[config.mk]
export PLATFORM = sky130hd
export DESIGN_NAME = salru_cell
export DESIGN_NICKNAME = d
export VERILOG_FILES = /design/src/sv/salru_pkg.sv /design/src/sv/salru_cell.sv
export SDC_FILE = /design/constraint.sdc
export NUM_CORES = 1
export LEC_CHECK = 0
export BUFFER_PORTS_ARGS = -buffer_cell sky130_fd_sc_hd__buf_2
export CAP_MARGIN = 10
export CELL_PAD_IN_SITES_DETAIL_PLACEMENT = 2
export CELL_PAD_IN_SITES_GLOBAL_PLACEMENT = 2
export CORE_UTILIZATION = 45
export DETAILED_ROUTE_END_ITERATION = 8
export PLACE_DENSITY = 0.84
export SYNTH_ARGS = -nofsm -noshare
export SYNTH_HDL_FRONTEND = slang
export SYNTH_SLANG_ARGS = --single-unit
[constraint.sdc]
create_clock -name clk_i -period 4.8 [get_ports clk_i]
set_input_delay 0.96 -clock clk_i [delete_from_list [all_inputs] [get_ports clk_i]]
set_output_delay 0.96 -clock clk_i [all_outputs]
set_load 0.01 [all_outputs]
[src/sv/salru_pkg.sv]
// Shared types and constants for the set-associative LRU hit/miss model.
package salru_pkg;

  // Fixed field widths of the transaction payloads
  localparam int unsigned IdW   = 16;
  localparam int unsigned SetW  = 4;
  localparam int unsigned MissW = 32;
  localparam int unsigned WaysW = 4;
  // Wide enough to hold any built way count (up to 63)
  localparam int unsigned CapW  = 6;

  // Configuration register map
  localparam logic             RegWaysInUse = 1'b0;
  localparam logic [WaysW-1:0] WaysReset    = 4'd8;

  localparam logic [MissW-1:0] MissMax = '1;

  typedef struct packed {
    logic [IdW-1:0]  access_id;
    logic [SetW-1:0] set_index;
    logic            last_access;
  } salru_req_t;

  typedef struct packed {
    logic             hit;
    logic [MissW-1:0] miss_total;
    logic             done_res;
  } salru_res_t;

  typedef struct packed {
    logic rd_en;
    logic wr_en;
    logic clear;
  } salru_cell_ctl_t;

  typedef enum logic [1:0] {
    ST_CLEAR,
    ST_IDLE,
    ST_EXEC
  } salru_state_e;

endpackage

[src/sv/salru_cell.sv]
// One way of the recency chain: a per-set slot store, tag compare and shift-in.
module salru_cell #(
  parameter int unsigned SETS    = 16,
  parameter int unsigned ID_BITS = 16,
  parameter int unsigned IDX     = 0,
  parameter int unsigned AW      = 4
) (
  input  logic                          clk_i,
  input  salru_pkg::salru_cell_ctl_t    ctl_i,
  input  logic [AW-1:0]                 addr_i,
  input  logic [ID_BITS-1:0]            id_i,
  input  logic [salru_pkg::CapW-1:0]    cap_i,
  input  logic [ID_BITS-1:0]            prev_i,
  input  logic                          seen_i,
  output logic [ID_BITS-1:0]            data_o,
  output logic                          seen_o
);

  logic [ID_BITS-1:0] mem_q [SETS];
  logic [ID_BITS-1:0] rd_q;
  logic [ID_BITS-1:0] wr_data;
  logic               in_cap;
  logic               id_nz;
  logic               match;

  assign in_cap = salru_pkg::CapW'(IDX) < cap_i;
  assign id_nz  = id_i != '0;
  assign match  = in_cap && id_nz && (rd_q == id_i);
  assign seen_o = seen_i | match;
  assign data_o = rd_q;

  // No match further up the chain: take the neighbour's slot (shift back one)
  always_comb begin
    if (ctl_i.clear || !in_cap) begin
      wr_data = '0;
    end else if (id_nz && !seen_i) begin
      wr_data = prev_i;
    end else begin
      wr_data = rd_q;
    end
  end

  always_ff @(posedge clk_i) begin
    if (ctl_i.wr_en) begin
      mem_q[addr_i] <= wr_data;
    end
    if (ctl_i.rd_en) begin
      rd_q <= mem_q[addr_i];
    end
  end

endmodule

==> results by group, run 1 <==
Finish
  • Antenna Cells: 0
  • Final instance area: between 10,000 and 15,000 um^2
  • Number of fill cells in the layout: 1,985
  • Flip-flop and latch area: around 8200 um^2
  • Finished Core Util: between 50% and 60%
  • Area of the multi-input gates: 2581 um^2
  • Ratio of cells with drive above 1 in the final layout: about 29%
  • Area growth, synth to finish: 14.90%
  • Nets: 607
  • Final Non-Filler Cells: 900

GRT
  • Largest net degree at the start of global routing: 52
  • First-pass GRT wire length: between 40,000 and 50,000 um
  • Overflow after GRT: 0
  • GRT Total Usage: between 20% and 30%
  • Routing usage on met2: a little under half
  • Initial antenna violation count: 0
  • Met1 Use GR: between 30% and 40%
  • Most used routing layer: met2
  • Met3 global-route usage: 4.654%
  • Vias in the first global route: between 5,000 and 6,000

Clock network
  • Total CTS buffers: 29
  • Cts repair resizes: 0
  • Count of clock tree sinks: between 200 and 300
  • Max clock buf depth: 3
  • H-tree depth reported by CTS: 1
  • Clk slew on worst S/H paths: roughly 60 ps
  • Hold buffers post-CTS: 0
  • Worst-Skew Late Latency: ~550 ps
  • Root buffer cell: clkbuf_16
  • TritonCTS clock tree: built
  • Post-CTS setup buffer count: 0

Placement
  • DP Wirelength: 19,730 um
  • Placed Cells: around 850
  • RePlAce Congestion: between 0.7 and 0.8
  • DP Area: ~12,000 um^2
  • IO buf count: 63

Detailed routing
  • Iter 0 DRT Violations: between 400 and 500
  • Detail Route Antenna Nets: 0
  • DRC viols: 0
  • WL final: about 31,000 um
  • Via-per-instance ratio: a little over 6
  • Drt wl/cell: about 35 um
  • Drt pass-1 iters: 4
  • Via count: 5,433

Timing
  • Worst Clk Skew: roughly 11 ps
  • Hold Vio Cnt, Final: 0
  • Unrepaired setup endpoints after global routing: no
  • Normalized max-slew margin: approximately a fifth
  • Final min period: 3396 ps
  • Least-Margin Pin Slew: between 1000 and 1500 ps
  • Final setup viols: 0
  • F_max: between 200 and 300 MHz
  • Final Cycle Share: between 70 and 80%
  • Slew Viols, Final: 0
  • Setup_tns: 0 ps

Yosys
  • Sequential share of the synthesized area: between 70% and 80%
  • YS warnings: 0
  • Number of synthesized flops with an enable pin: 272
  • Synth top area share: 74.99%
  • Commonest cells post-synth: edfxtp_1 (272), mux4_1 (47), mux4_2 (33), nor2_1 (32), mux2i_1 (16)
  • Post-Syn Nets: 509
  • Synth top area cells: edfxtp_1 (75%), mux4_1 (11%), mux4_2 (6.8%)
  • Syn Inst Count: 462
  • FFs w/ async S/R, synth: 0%
  • Most common cell in the netlist: edfxtp_1
  • Area leader, netlist: edfxtp_1
  • Post-synth top flop: edfxtp_1
  • Post-synthesis average cell area: roughly 24 um^2
  • Synth Register Bits: 272
  • Netlist cell types: 23
  • Post-Syn Area: between 10,000 and 15,000 um^2

Setup path
  • Worst EP required: about 5000 ps
  • Crit path kind: input port to flip-flop
  • Crit-path max FO: 16
  • R2r worst-path depth: 2
  • Startpoint types: input port
  • CP Capture Type: flip-flop
  • Slowest CP cell: nor2_1
  • WP data arrival: ~3600 ps
  • Crit path cell chain: buf_2, nor4_1, a41oi_2, buf_4, mux2i_1, nor2_1
  • Slowest stage delay, CP: roughly 870 ps

Power
  • PwrDens: 405.4 nW/um^2
  • Design Power: between 5 and 6 mW
  • Static leakage: roughly 4.3 nW
  • Peak VDD IR: 0.2497 mV

Floorplanning
  • I/O Pins: 64
  • Die width: ~160 um
  • Starting density of the core: 46.13%
  • Die Y: ~160 um
  • Row count: 56
  • Area of the die: 24,830 um^2
  • Placeable Area: 23,610 um^2

Outcome
  • Status: finished clean

Run
  • Max cap viols: 0

Worst hold path
  • Hold depth: 2
  • Hold Path Class: flip-flop to flip-flop
## power by group
group / total, mW / switching (mW) / internal (mW)
Clock: 2.05 / 0.897 / 1.16
Combinational: 0.315 / 0.193 / 0.122
Sequential: 2.71 / 0.0280 / 2.68
Total: 5.07 / 1.12 / 3.96
## cells by family after synthesis
logic type | Yosys count | share of synthesized area [%]
AOI/OAI and AO/OA | 4 | 0.3792
xor gates and xnor gates | 16 | 1.287
DFF | 272 | 74.99
buffers and inverters | 22 | 1.493
and+or+nand+nor | 52 | 2.217
muxes | 96 | 19.63
## sequential cells by signal, summed over array words and instances, names as in the netlist
signal  cells
mem_q     256
data_o     16
## layout make-up
type	instances	share of cell area [%]
repair buffers	89	4.099
multi-input cells	168	20.63
flip-flops and latches	272	65.27
well taps	319	3.189
clock buffers	36	6.009
clock inverters	16	0.8098
## stage by stage
step                      hold WS, ps  worst slack (ps)
final                           847.1              1404
after global routing            871.5              1349
after CTS                       845.9              1463
after detailed placement        833.2              1016
after global placement          814.4              1234
after floorplan                 801.6              1415
## path summary, 6_finish.rpt
check                          from                      end  slack (ps)
min          mem_q[3][11]$_DFFE_PP_     data_o[11]$_DFFE_PP_         850
max                         id_i[1]   mem_q[15][1]$_DFFE_PP_        1400
max reg2reg    data_o[14]$_DFFE_PP_  mem_q[10][14]$_DFFE_PP_        2970
min reg2reg  mem_q[3][11]$_DFFE_PP_     data_o[11]$_DFFE_PP_         850
## metal layers
layer	vias up	share of wire [%]	wire length, um
met4	0	3.0	940
li1	2210	-	-
met3	52	6.2	1949
met2	218	52	16340
met1	2953	38	12010
met5	-	0	0
## cell usage in the layout (no fill, tap or decap), drive strengths merged, types with 2 or more instances in the layout
| master | synthesis | final |
|---|---|---|
| xor2 | 4 | 4 |
| mux4 | 80 | 80 |
| buf | 9 | 89 |
| nor3 | 4 | 4 |
| xnor2 | 12 | 12 |
| mux2i | 16 | 16 |
| nand4 | 4 | 4 |
| clkinv | 0 | 14 |
| clkbuf | 13 | 36 |
| nor2 | 32 | 32 |
| nor4 | 5 | 5 |
| nand2b | 2 | 2 |
| edfxtp | 272 | 272 |
| nand3b | 2 | 2 |
## worst max-delay path: cells and delay by family
family | cells | cell delay [ps]
AO/OA/AOI/OAI | 1 | 530
buffers and inverters | 2 | 520
multiplexers | 1 | 140
AND/OR/NAND/NOR | 2 | 1390
No activity file was read; power rests on OpenSTA's default activity.
==> inputs of run 2 (changes only) <==
--- a/config.mk
+++ b/config.mk
@@ -5,13 +5,14 @@
 export SDC_FILE = /design/constraint.sdc
 export NUM_CORES = 1
 export LEC_CHECK = 0
+export ABC_AREA = 1
 export BUFFER_PORTS_ARGS = -buffer_cell sky130_fd_sc_hd__buf_2
 export CAP_MARGIN = 10
 export CELL_PAD_IN_SITES_DETAIL_PLACEMENT = 2
 export CELL_PAD_IN_SITES_GLOBAL_PLACEMENT = 2
-export CORE_UTILIZATION = 45
+export CORE_UTILIZATION = 41
 export DETAILED_ROUTE_END_ITERATION = 8
-export PLACE_DENSITY = 0.84
+export PLACE_DENSITY = 0.89
 export SYNTH_ARGS = -nofsm -noshare
 export SYNTH_HDL_FRONTEND = slang
 export SYNTH_SLANG_ARGS = --single-unit
==> constraint.sdc (replaced) <==
create_clock -name clk_i -period 3.4 [get_ports clk_i]
set_input_delay 0.68 -clock clk_i [delete_from_list [all_inputs] [get_ports clk_i]]
set_output_delay 0.68 -clock clk_i [all_outputs]
set_load 0.01 [all_outputs]
==> results by group, run 2 <==
Outcome
  • Status: finished clean

Placement
  • RePlAce Congestion: 0.7983 (+6.2%)
  • Dpl ws: 136.9 ps (-878.7 ps)
  • IO buf count: 63 (unchanged)
  • DP Wirelength: 24,540 um (+24%)

Worst hold path
  • Hold Path Class: input port to flip-flop
  • Hold Startpoint: ctl_i[2]

Timing
  • Worst Clk Skew: 18.09 ps (+7.190 ps)
  • Hold WS: 682.4 ps (-164.7 ps)
  • Final setup viols: 0 (unchanged)
  • Least-Margin Pin Slew: 1141 ps (-61.49 ps)
  • Final Cycle Share: 82.66%
  • Final min period: between 2000 and 3000 ps
  • Setup_tns: 0 ps (unchanged)
  • Hold Vio Cnt, Final: 0 (unchanged)
  • F_max: 355.8 MHz
  • Normalized max-slew margin: 23.96% (+4.4 points)
  • Unrepaired setup endpoints after global routing: no
  • Slew Viols, Final: 0 (unchanged)
  • PnR worst setup slack: 589.4 ps (-814.1 ps)

Yosys
  • Commonest cells post-synth: nand2_1 (451), edfxtp_1 (272), inv_1 (74), nand4_1 (64), nor2_1 (38)
  • YS warnings: 0 (unchanged)
  • Syn Inst Count: 980 (+110%)
  • Area leader, netlist: edfxtp_1
  • Netlist cell types: 21 (-8.7%)
  • Synth top area share: 72.82% (-2.2 points)
  • FFs w/ async S/R, synth: 0% (unchanged)
  • Post-synth top flop: edfxtp_1
  • Most common cell in the netlist: nand2_1
  • Synth top area cells: edfxtp_1 (73%), nand2_1 (15%), nand4_1 (3.6%)
  • Number of synthesized flops with an enable pin: 272 (unchanged)
  • Post-Syn Area: 11,220 um^2 (+3.0%)
  • Post-synthesis average cell area: 11.44 um^2 (-51%)
  • Post-Syn Nets: 1,027 (+100%)
  • Synth Register Bits: 272 (unchanged)
  • Sequential share of the synthesized area: 72.82% (-2.2 points)

Setup path
  • Crit path kind: input port to output pin
  • Worst setup startpoint: id_i[6]
  • FF-to-FF Start: data_o[3]$_DFFE_PP_
  • CP Capture Type: output pin
  • Startpoint types: input port
  • WP data arrival: 2130 ps (-1440 ps)
  • Crit-path max FO: 18 (+2)
  • Worst EP required: 2720 ps (-2250 ps)

Finish
  • Commonest cells after routing, fill and taps aside: nand2_1 (451), edfxtp_1 (272), inv_1 (73)
  • Commonest non-fill, non-tap cell in the layout: nand2_1
  • Max reg flops: 256 (unchanged)
  • Ratio of cells with drive above 1 in the final layout: 15.72% (-13 points)
  • Top reg by flops: mem_q
  • Area growth, synth to finish: 16.22%
  • Nets: 1,115 (+84%)

Clock network
  • Cts repair resizes: 0 (unchanged)
  • Max clock buf depth: 3 (unchanged)
  • Worst-Skew Late Latency: 550 ps (about the same)
  • Hold buffers post-CTS: 0 (unchanged)
  • H-tree depth reported by CTS: 1 (unchanged)
  • Total CTS buffers: 30 (+3.4%)
  • Post-CTS setup buffer count: 0 (unchanged)
  • Count of clock tree sinks: 272 (unchanged)
  • Clk slew on worst S/H paths: 60 ps (about the same)
  • TritonCTS clock tree: built
  • Root buffer cell: clkbuf_16

Detailed routing
  • Drt pass-1 iters: 5 (+1)
  • Drt wl/cell: 30.06 um (-13%)
  • Via count: 8,252 (+52%)
  • DRC viols: 0 (unchanged)
  • Iter 0 DRT Violations: 693 (+47%)
  • Detail Route Antenna Nets: 0 (unchanged)
  • WL final: 42,990 um (+38%)
  • Via-per-instance ratio: 5.771 (-4.4%)

GRT
  • Largest net degree at the start of global routing: 65 (+25%)
  • First-pass GRT wire length: 61,960 um (+41%)
  • Overflow after GRT: 0 (unchanged)
  • Initial antenna violation count: 1 (+1)
  • GRT Total Usage: 31.14% (+4.7 points)
  • Vias in the first global route: 9,378 (+59%)

Floorplanning
  • I/O Pins: 64 (unchanged)
  • Area of the die: 28,020 um^2 (+13%)
  • Row count: 60 (+7.1%)
  • Starting density of the core: 41.73% (-4.4 points)
  • Die width: 167.4 um (+6.2%)
  • Placeable Area: 26,880 um^2 (+14%)
  • Die Y: 167.4 um (+6.2%)

Power
  • PwrDens: 600.4 nW/um^2 (+48%)
  • Static leakage: 4.965 nW (+17%)
  • Peak VDD IR: 0.4854 mV (+94%)

Run
  • Max cap viols: 0 (unchanged)
## run 2: worst paths after layout
kind | endpoint | slack [ps] | cells after the start
min reg2reg | data_o[0]$_DFFE_PP_ | 740 | 6
min | data_o[5]$_DFFE_PP_ | 680 | 1
max reg2reg | mem_q[5][3]$_DFFE_PP_ | 1550 | 2
max | seen_o | 590 | 10
## run 2: worst max-delay path: stages
cell,delay [ps]
buf_2,120
nor2_1,190
nand2_1,120
nor2_1,150
nand2_2,280
nand2_1,200
inv_1,80
nand3_1,70
nand2_1,70
buf_2,170
## run 2: final cells by class
class	count	area, um^2
clock inverter	20	246.5
fill	2712	13840
clock buffer	32	779.5
antenna	1	2.502
inverter	77	289.0
multi-input combinational	594	2545
timing repair buffer	93	578.1
sequential	272	8168
tap	341	426.7
## run 2: logic make-up after synthesis
group	Yosys count	synth area share, %
compound gates	16	1.049
simple gates	578	21.17
buf+inv	114	4.953
flops	272	72.82
## run 2: per-layer routing
| metal | share of wire [%] | wire, um | global-route usage, % | vias to the layer above |
|---|---|---|---|---|
| met5 | 0 | 0 | 0 | - |
| met4 | 5.3 | 2267 | 17.39 | 0 |
| met3 | 5.4 | 2300 | 5.223 | 142 |
| met2 | 53 | 22760 | 56.18 | 331 |
| met1 | 36 | 15660 | 34.92 | 4301 |
| li1 | - | - | - | 3478 |
## run 2: power breakdown
group	leakage (nW)	total [mW]	internal (mW)	switching [mW]
registers	2.51	3.82	3.78	0.0452
clock network	0.501	3.45	2.09	1.36
logic	1.95	0.553	0.136	0.417
## run 2: metrics by stage
stage	area, um^2	total power, mW	utilization (%)	instances
after floorplan	11220	4.156	-	980
after global placement	11990	4.351	44.62	1375
after detailed placement	11990	4.408	44.62	1375
after CTS	13020	7.848	48.44	1427
after global routing	13040	7.992	48.50	1430
final	13040	7.826	48.50	1430
==> inputs of run 3 (changes only) <==
--- a/config.mk
+++ b/config.mk
@@ -5,14 +5,14 @@
 export SDC_FILE = /design/constraint.sdc
 export NUM_CORES = 1
 export LEC_CHECK = 0
-export ABC_AREA = 1
+export ABC_AREA = 0
 export BUFFER_PORTS_ARGS = -buffer_cell sky130_fd_sc_hd__buf_2
 export CAP_MARGIN = 10
 export CELL_PAD_IN_SITES_DETAIL_PLACEMENT = 2
 export CELL_PAD_IN_SITES_GLOBAL_PLACEMENT = 2
-export CORE_UTILIZATION = 41
+export CORE_UTILIZATION = 45
 export DETAILED_ROUTE_END_ITERATION = 8
-export PLACE_DENSITY = 0.89
+export PLACE_DENSITY = 0.84
 export SYNTH_ARGS = -nofsm -noshare
 export SYNTH_HDL_FRONTEND = slang
 export SYNTH_SLANG_ARGS = --single-unit
==> constraint.sdc (replaced) <==
create_clock -name clk_i -period 2.8 [get_ports clk_i]
set_input_delay 0.56 -clock clk_i [delete_from_list [all_inputs] [get_ports clk_i]]
set_output_delay 0.56 -clock clk_i [all_outputs]
set_load 0.01 [all_outputs]
==> results by group, run 3 (same netlist as run 1, synthesis figures left out) <==
Outcome
  • Status: complete, but fails checks
  • Failing checks: setup timing

Clock network
  • H-tree depth reported by CTS: 1 (unchanged)
  • Worst-Skew Late Latency: 540 ps (about the same)
  • Clk slew on worst S/H paths: 60 ps (about the same)
  • Count of clock tree sinks: 272 (unchanged)
  • TritonCTS clock tree: built
  • Max clock buf depth: 3 (unchanged)
  • Root buffer cell: clkbuf_16
  • Total CTS buffers: 28 (-6.7%)
  • Hold buffers post-CTS: 0 (unchanged)

GRT
  • Overflow after GRT: 0 (unchanged)
  • GRT Total Usage: 27.60% (-3.5 points)
  • Initial antenna violation count: 0 (-1)
  • Largest net degree at the start of global routing: 72 (+11%)
  • Vias in the first global route: 6,099 (-35%)
  • First-pass GRT wire length: 45,920 um (-26%)

Floorplanning
  • Die Y: 157.6 um (-5.9%)
  • Die width: 157.6 um (-5.9%)
  • Row count: 56 (-6.7%)
  • Starting density of the core: 46.13% (+4.4 points)
  • Area of the die: 24,830 um^2 (-11%)
  • Placeable Area: 23,610 um^2 (-12%)
  • I/O Pins: 64 (unchanged)

Finish
  • Commonest cells after routing, fill and taps aside: edfxtp_1 (272), buf_2 (61), mux4_1 (47)
  • Nets: 621 (-44%)
  • Ratio of cells with drive above 1 in the final layout: 31.82% (+16 points)
  • Area growth, synth to finish: 17.34%
  • Commonest non-fill, non-tap cell in the layout: edfxtp_1
  • Final Non-Filler Cells: 913 (-36%)
  • Final instance area: 12,780 um^2 (-2.0%)
  • Top reg by flops: mem_q
  • Antenna Cells: 0 (-1)
  • Max reg flops: 256 (unchanged)
  • Finished Core Util: 54.12% (+5.6 points)

Detailed routing
  • Drt pass-1 iters: 4 (-1)
  • Iter 0 DRT Violations: 530 (-24%)
  • Detail Route Antenna Nets: 0 (unchanged)
  • Drt wl/cell: 36.21 um (+20%)
  • Via count: 5,633 (-32%)
  • Via-per-instance ratio: 6.170 (+6.9%)
  • DRC viols: 0 (unchanged)
  • WL final: 33,060 um (-23%)

Timing
  • Final min period: ~2900 ps
  • PnR worst setup slack: -86.51 ps (-675.9 ps)
  • Slew Viols, Final: 0 (unchanged)
  • Least-Margin Pin Slew: 1064 ps (-76.86 ps)
  • Hold WS: 536.0 ps (-146.5 ps)
  • Final setup viols: 17 (+17)
  • Normalized max-slew margin: 28.82% (+4.9 points)
  • Setup_tns: -1366 ps (-1366 ps)
  • F_max: approximately 350 MHz
  • Worst Clk Skew: 11.34 ps (-6.747 ps)
  • Unrepaired setup endpoints after global routing: yes
  • Final Cycle Share: 103.1%
  • Hold Vio Cnt, Final: 0 (unchanged)

Setup path
  • Crit path kind: input port to flip-flop
  • Reg-to-Reg End: mem_q[11][13]$_DFFE_PP_
  • Setup slack, reg-to-reg: 930 ps (-620 ps)
  • CP Capture Type: flip-flop
  • Crit-path max FO: 16 (-2)
  • FF-to-FF Start: data_o[13]$_DFFE_PP_
  • Worst EP required: 2990 ps (+270 ps)
  • Startpoint types: input port
  • R2r worst-path depth: 2 (unchanged)
  • WP data arrival: 3070 ps (+940 ps)

Worst hold path
  • Hold Startpoint: addr_i[3]
  • Hold Path Class: input port to flip-flop
  • WHS Endpoint: data_o[14]$_DFFE_PP_
  • Hold depth: 2 (+1)

Power
  • PwrDens: 707.6 nW/um^2 (+18%)
  • Static leakage: 4.393 nW (-12%)
  • Peak VDD IR: 0.4867 mV (+0.26%)

Placement
  • DP Area: 11,820 um^2 (-1.5%)
  • Placed Cells: 862 (-37%)
  • IO buf count: 63 (unchanged)
  • RePlAce Congestion: 0.7803 (-2.3%)
  • DP Wirelength: 20,370 um (-17%)

Run
  • Max cap viols: 0 (unchanged)
-- run 3: worst max-delay path by stage --
stage,from,to
global route,data_o[12]$_DFFE_PP_,seen_o
CTS,data_o[12]$_DFFE_PP_,seen_o
finish,id_i[3],mem_q[11][4]$_DFFE_PP_
detailed placement,id_i[0],mem_q[12][12]$_DFFE_PP_
floorplan,addr_i[2],mem_q[4][0]$_DFFE_PP_
global placement,id_i[0],mem_q[8][1]$_DFFE_PP_
-- run 3: critical path, cell delays in order --
cell	delay [ps]
buf_2	120
nor4_1	750
a41oi_2	360
buf_4	290
mux2i_1	150
nor2_1	820
-- run 3: where the power goes --
group	switching, mW	internal, mW
registers	0.0524	4.59
logic	0.347	0.229
clock network	1.59	2.24
total	1.99	7.05
-- run 3: routing by layer --
metal  vias to the layer above  GRT usage (%)  wire length, um
met5                         -              0                0
met4                         0          9.431             1139
met3                        70          3.477             1675
met2                       254          47.70            16900
met1                      3080          36.33            13350
li1                       2229              -                -
-- run 3: area by class of cell --
class | instances | area (um^2)
fillers | 1983 | 10830
flip-flops and latches | 272 | 8168
multi-input cells | 168 | 2614
clock buffers | 32 | 737.0
repair buffers | 104 | 681.9
well taps | 319 | 399.1
clock inverters | 18 | 180.2
-- run 3: repair_timing --
item / in CTS / in global routing
resized for setup: 4 / 4
endpoints found under the setup margin: 1 / 65
pin swaps: 3 / 2
buffers inserted: 1 / 0
-- run 3: through the flow --
stage | total power [mW] | setup WS, ps
final | 9.043 | -86.51
after detailed placement | 5.281 | -603.3
after floorplan | 5.019 | 77.28
after CTS | 9.104 | -121.3
after global placement | 5.224 | -224.7
after global routing | 9.233 | -147.7
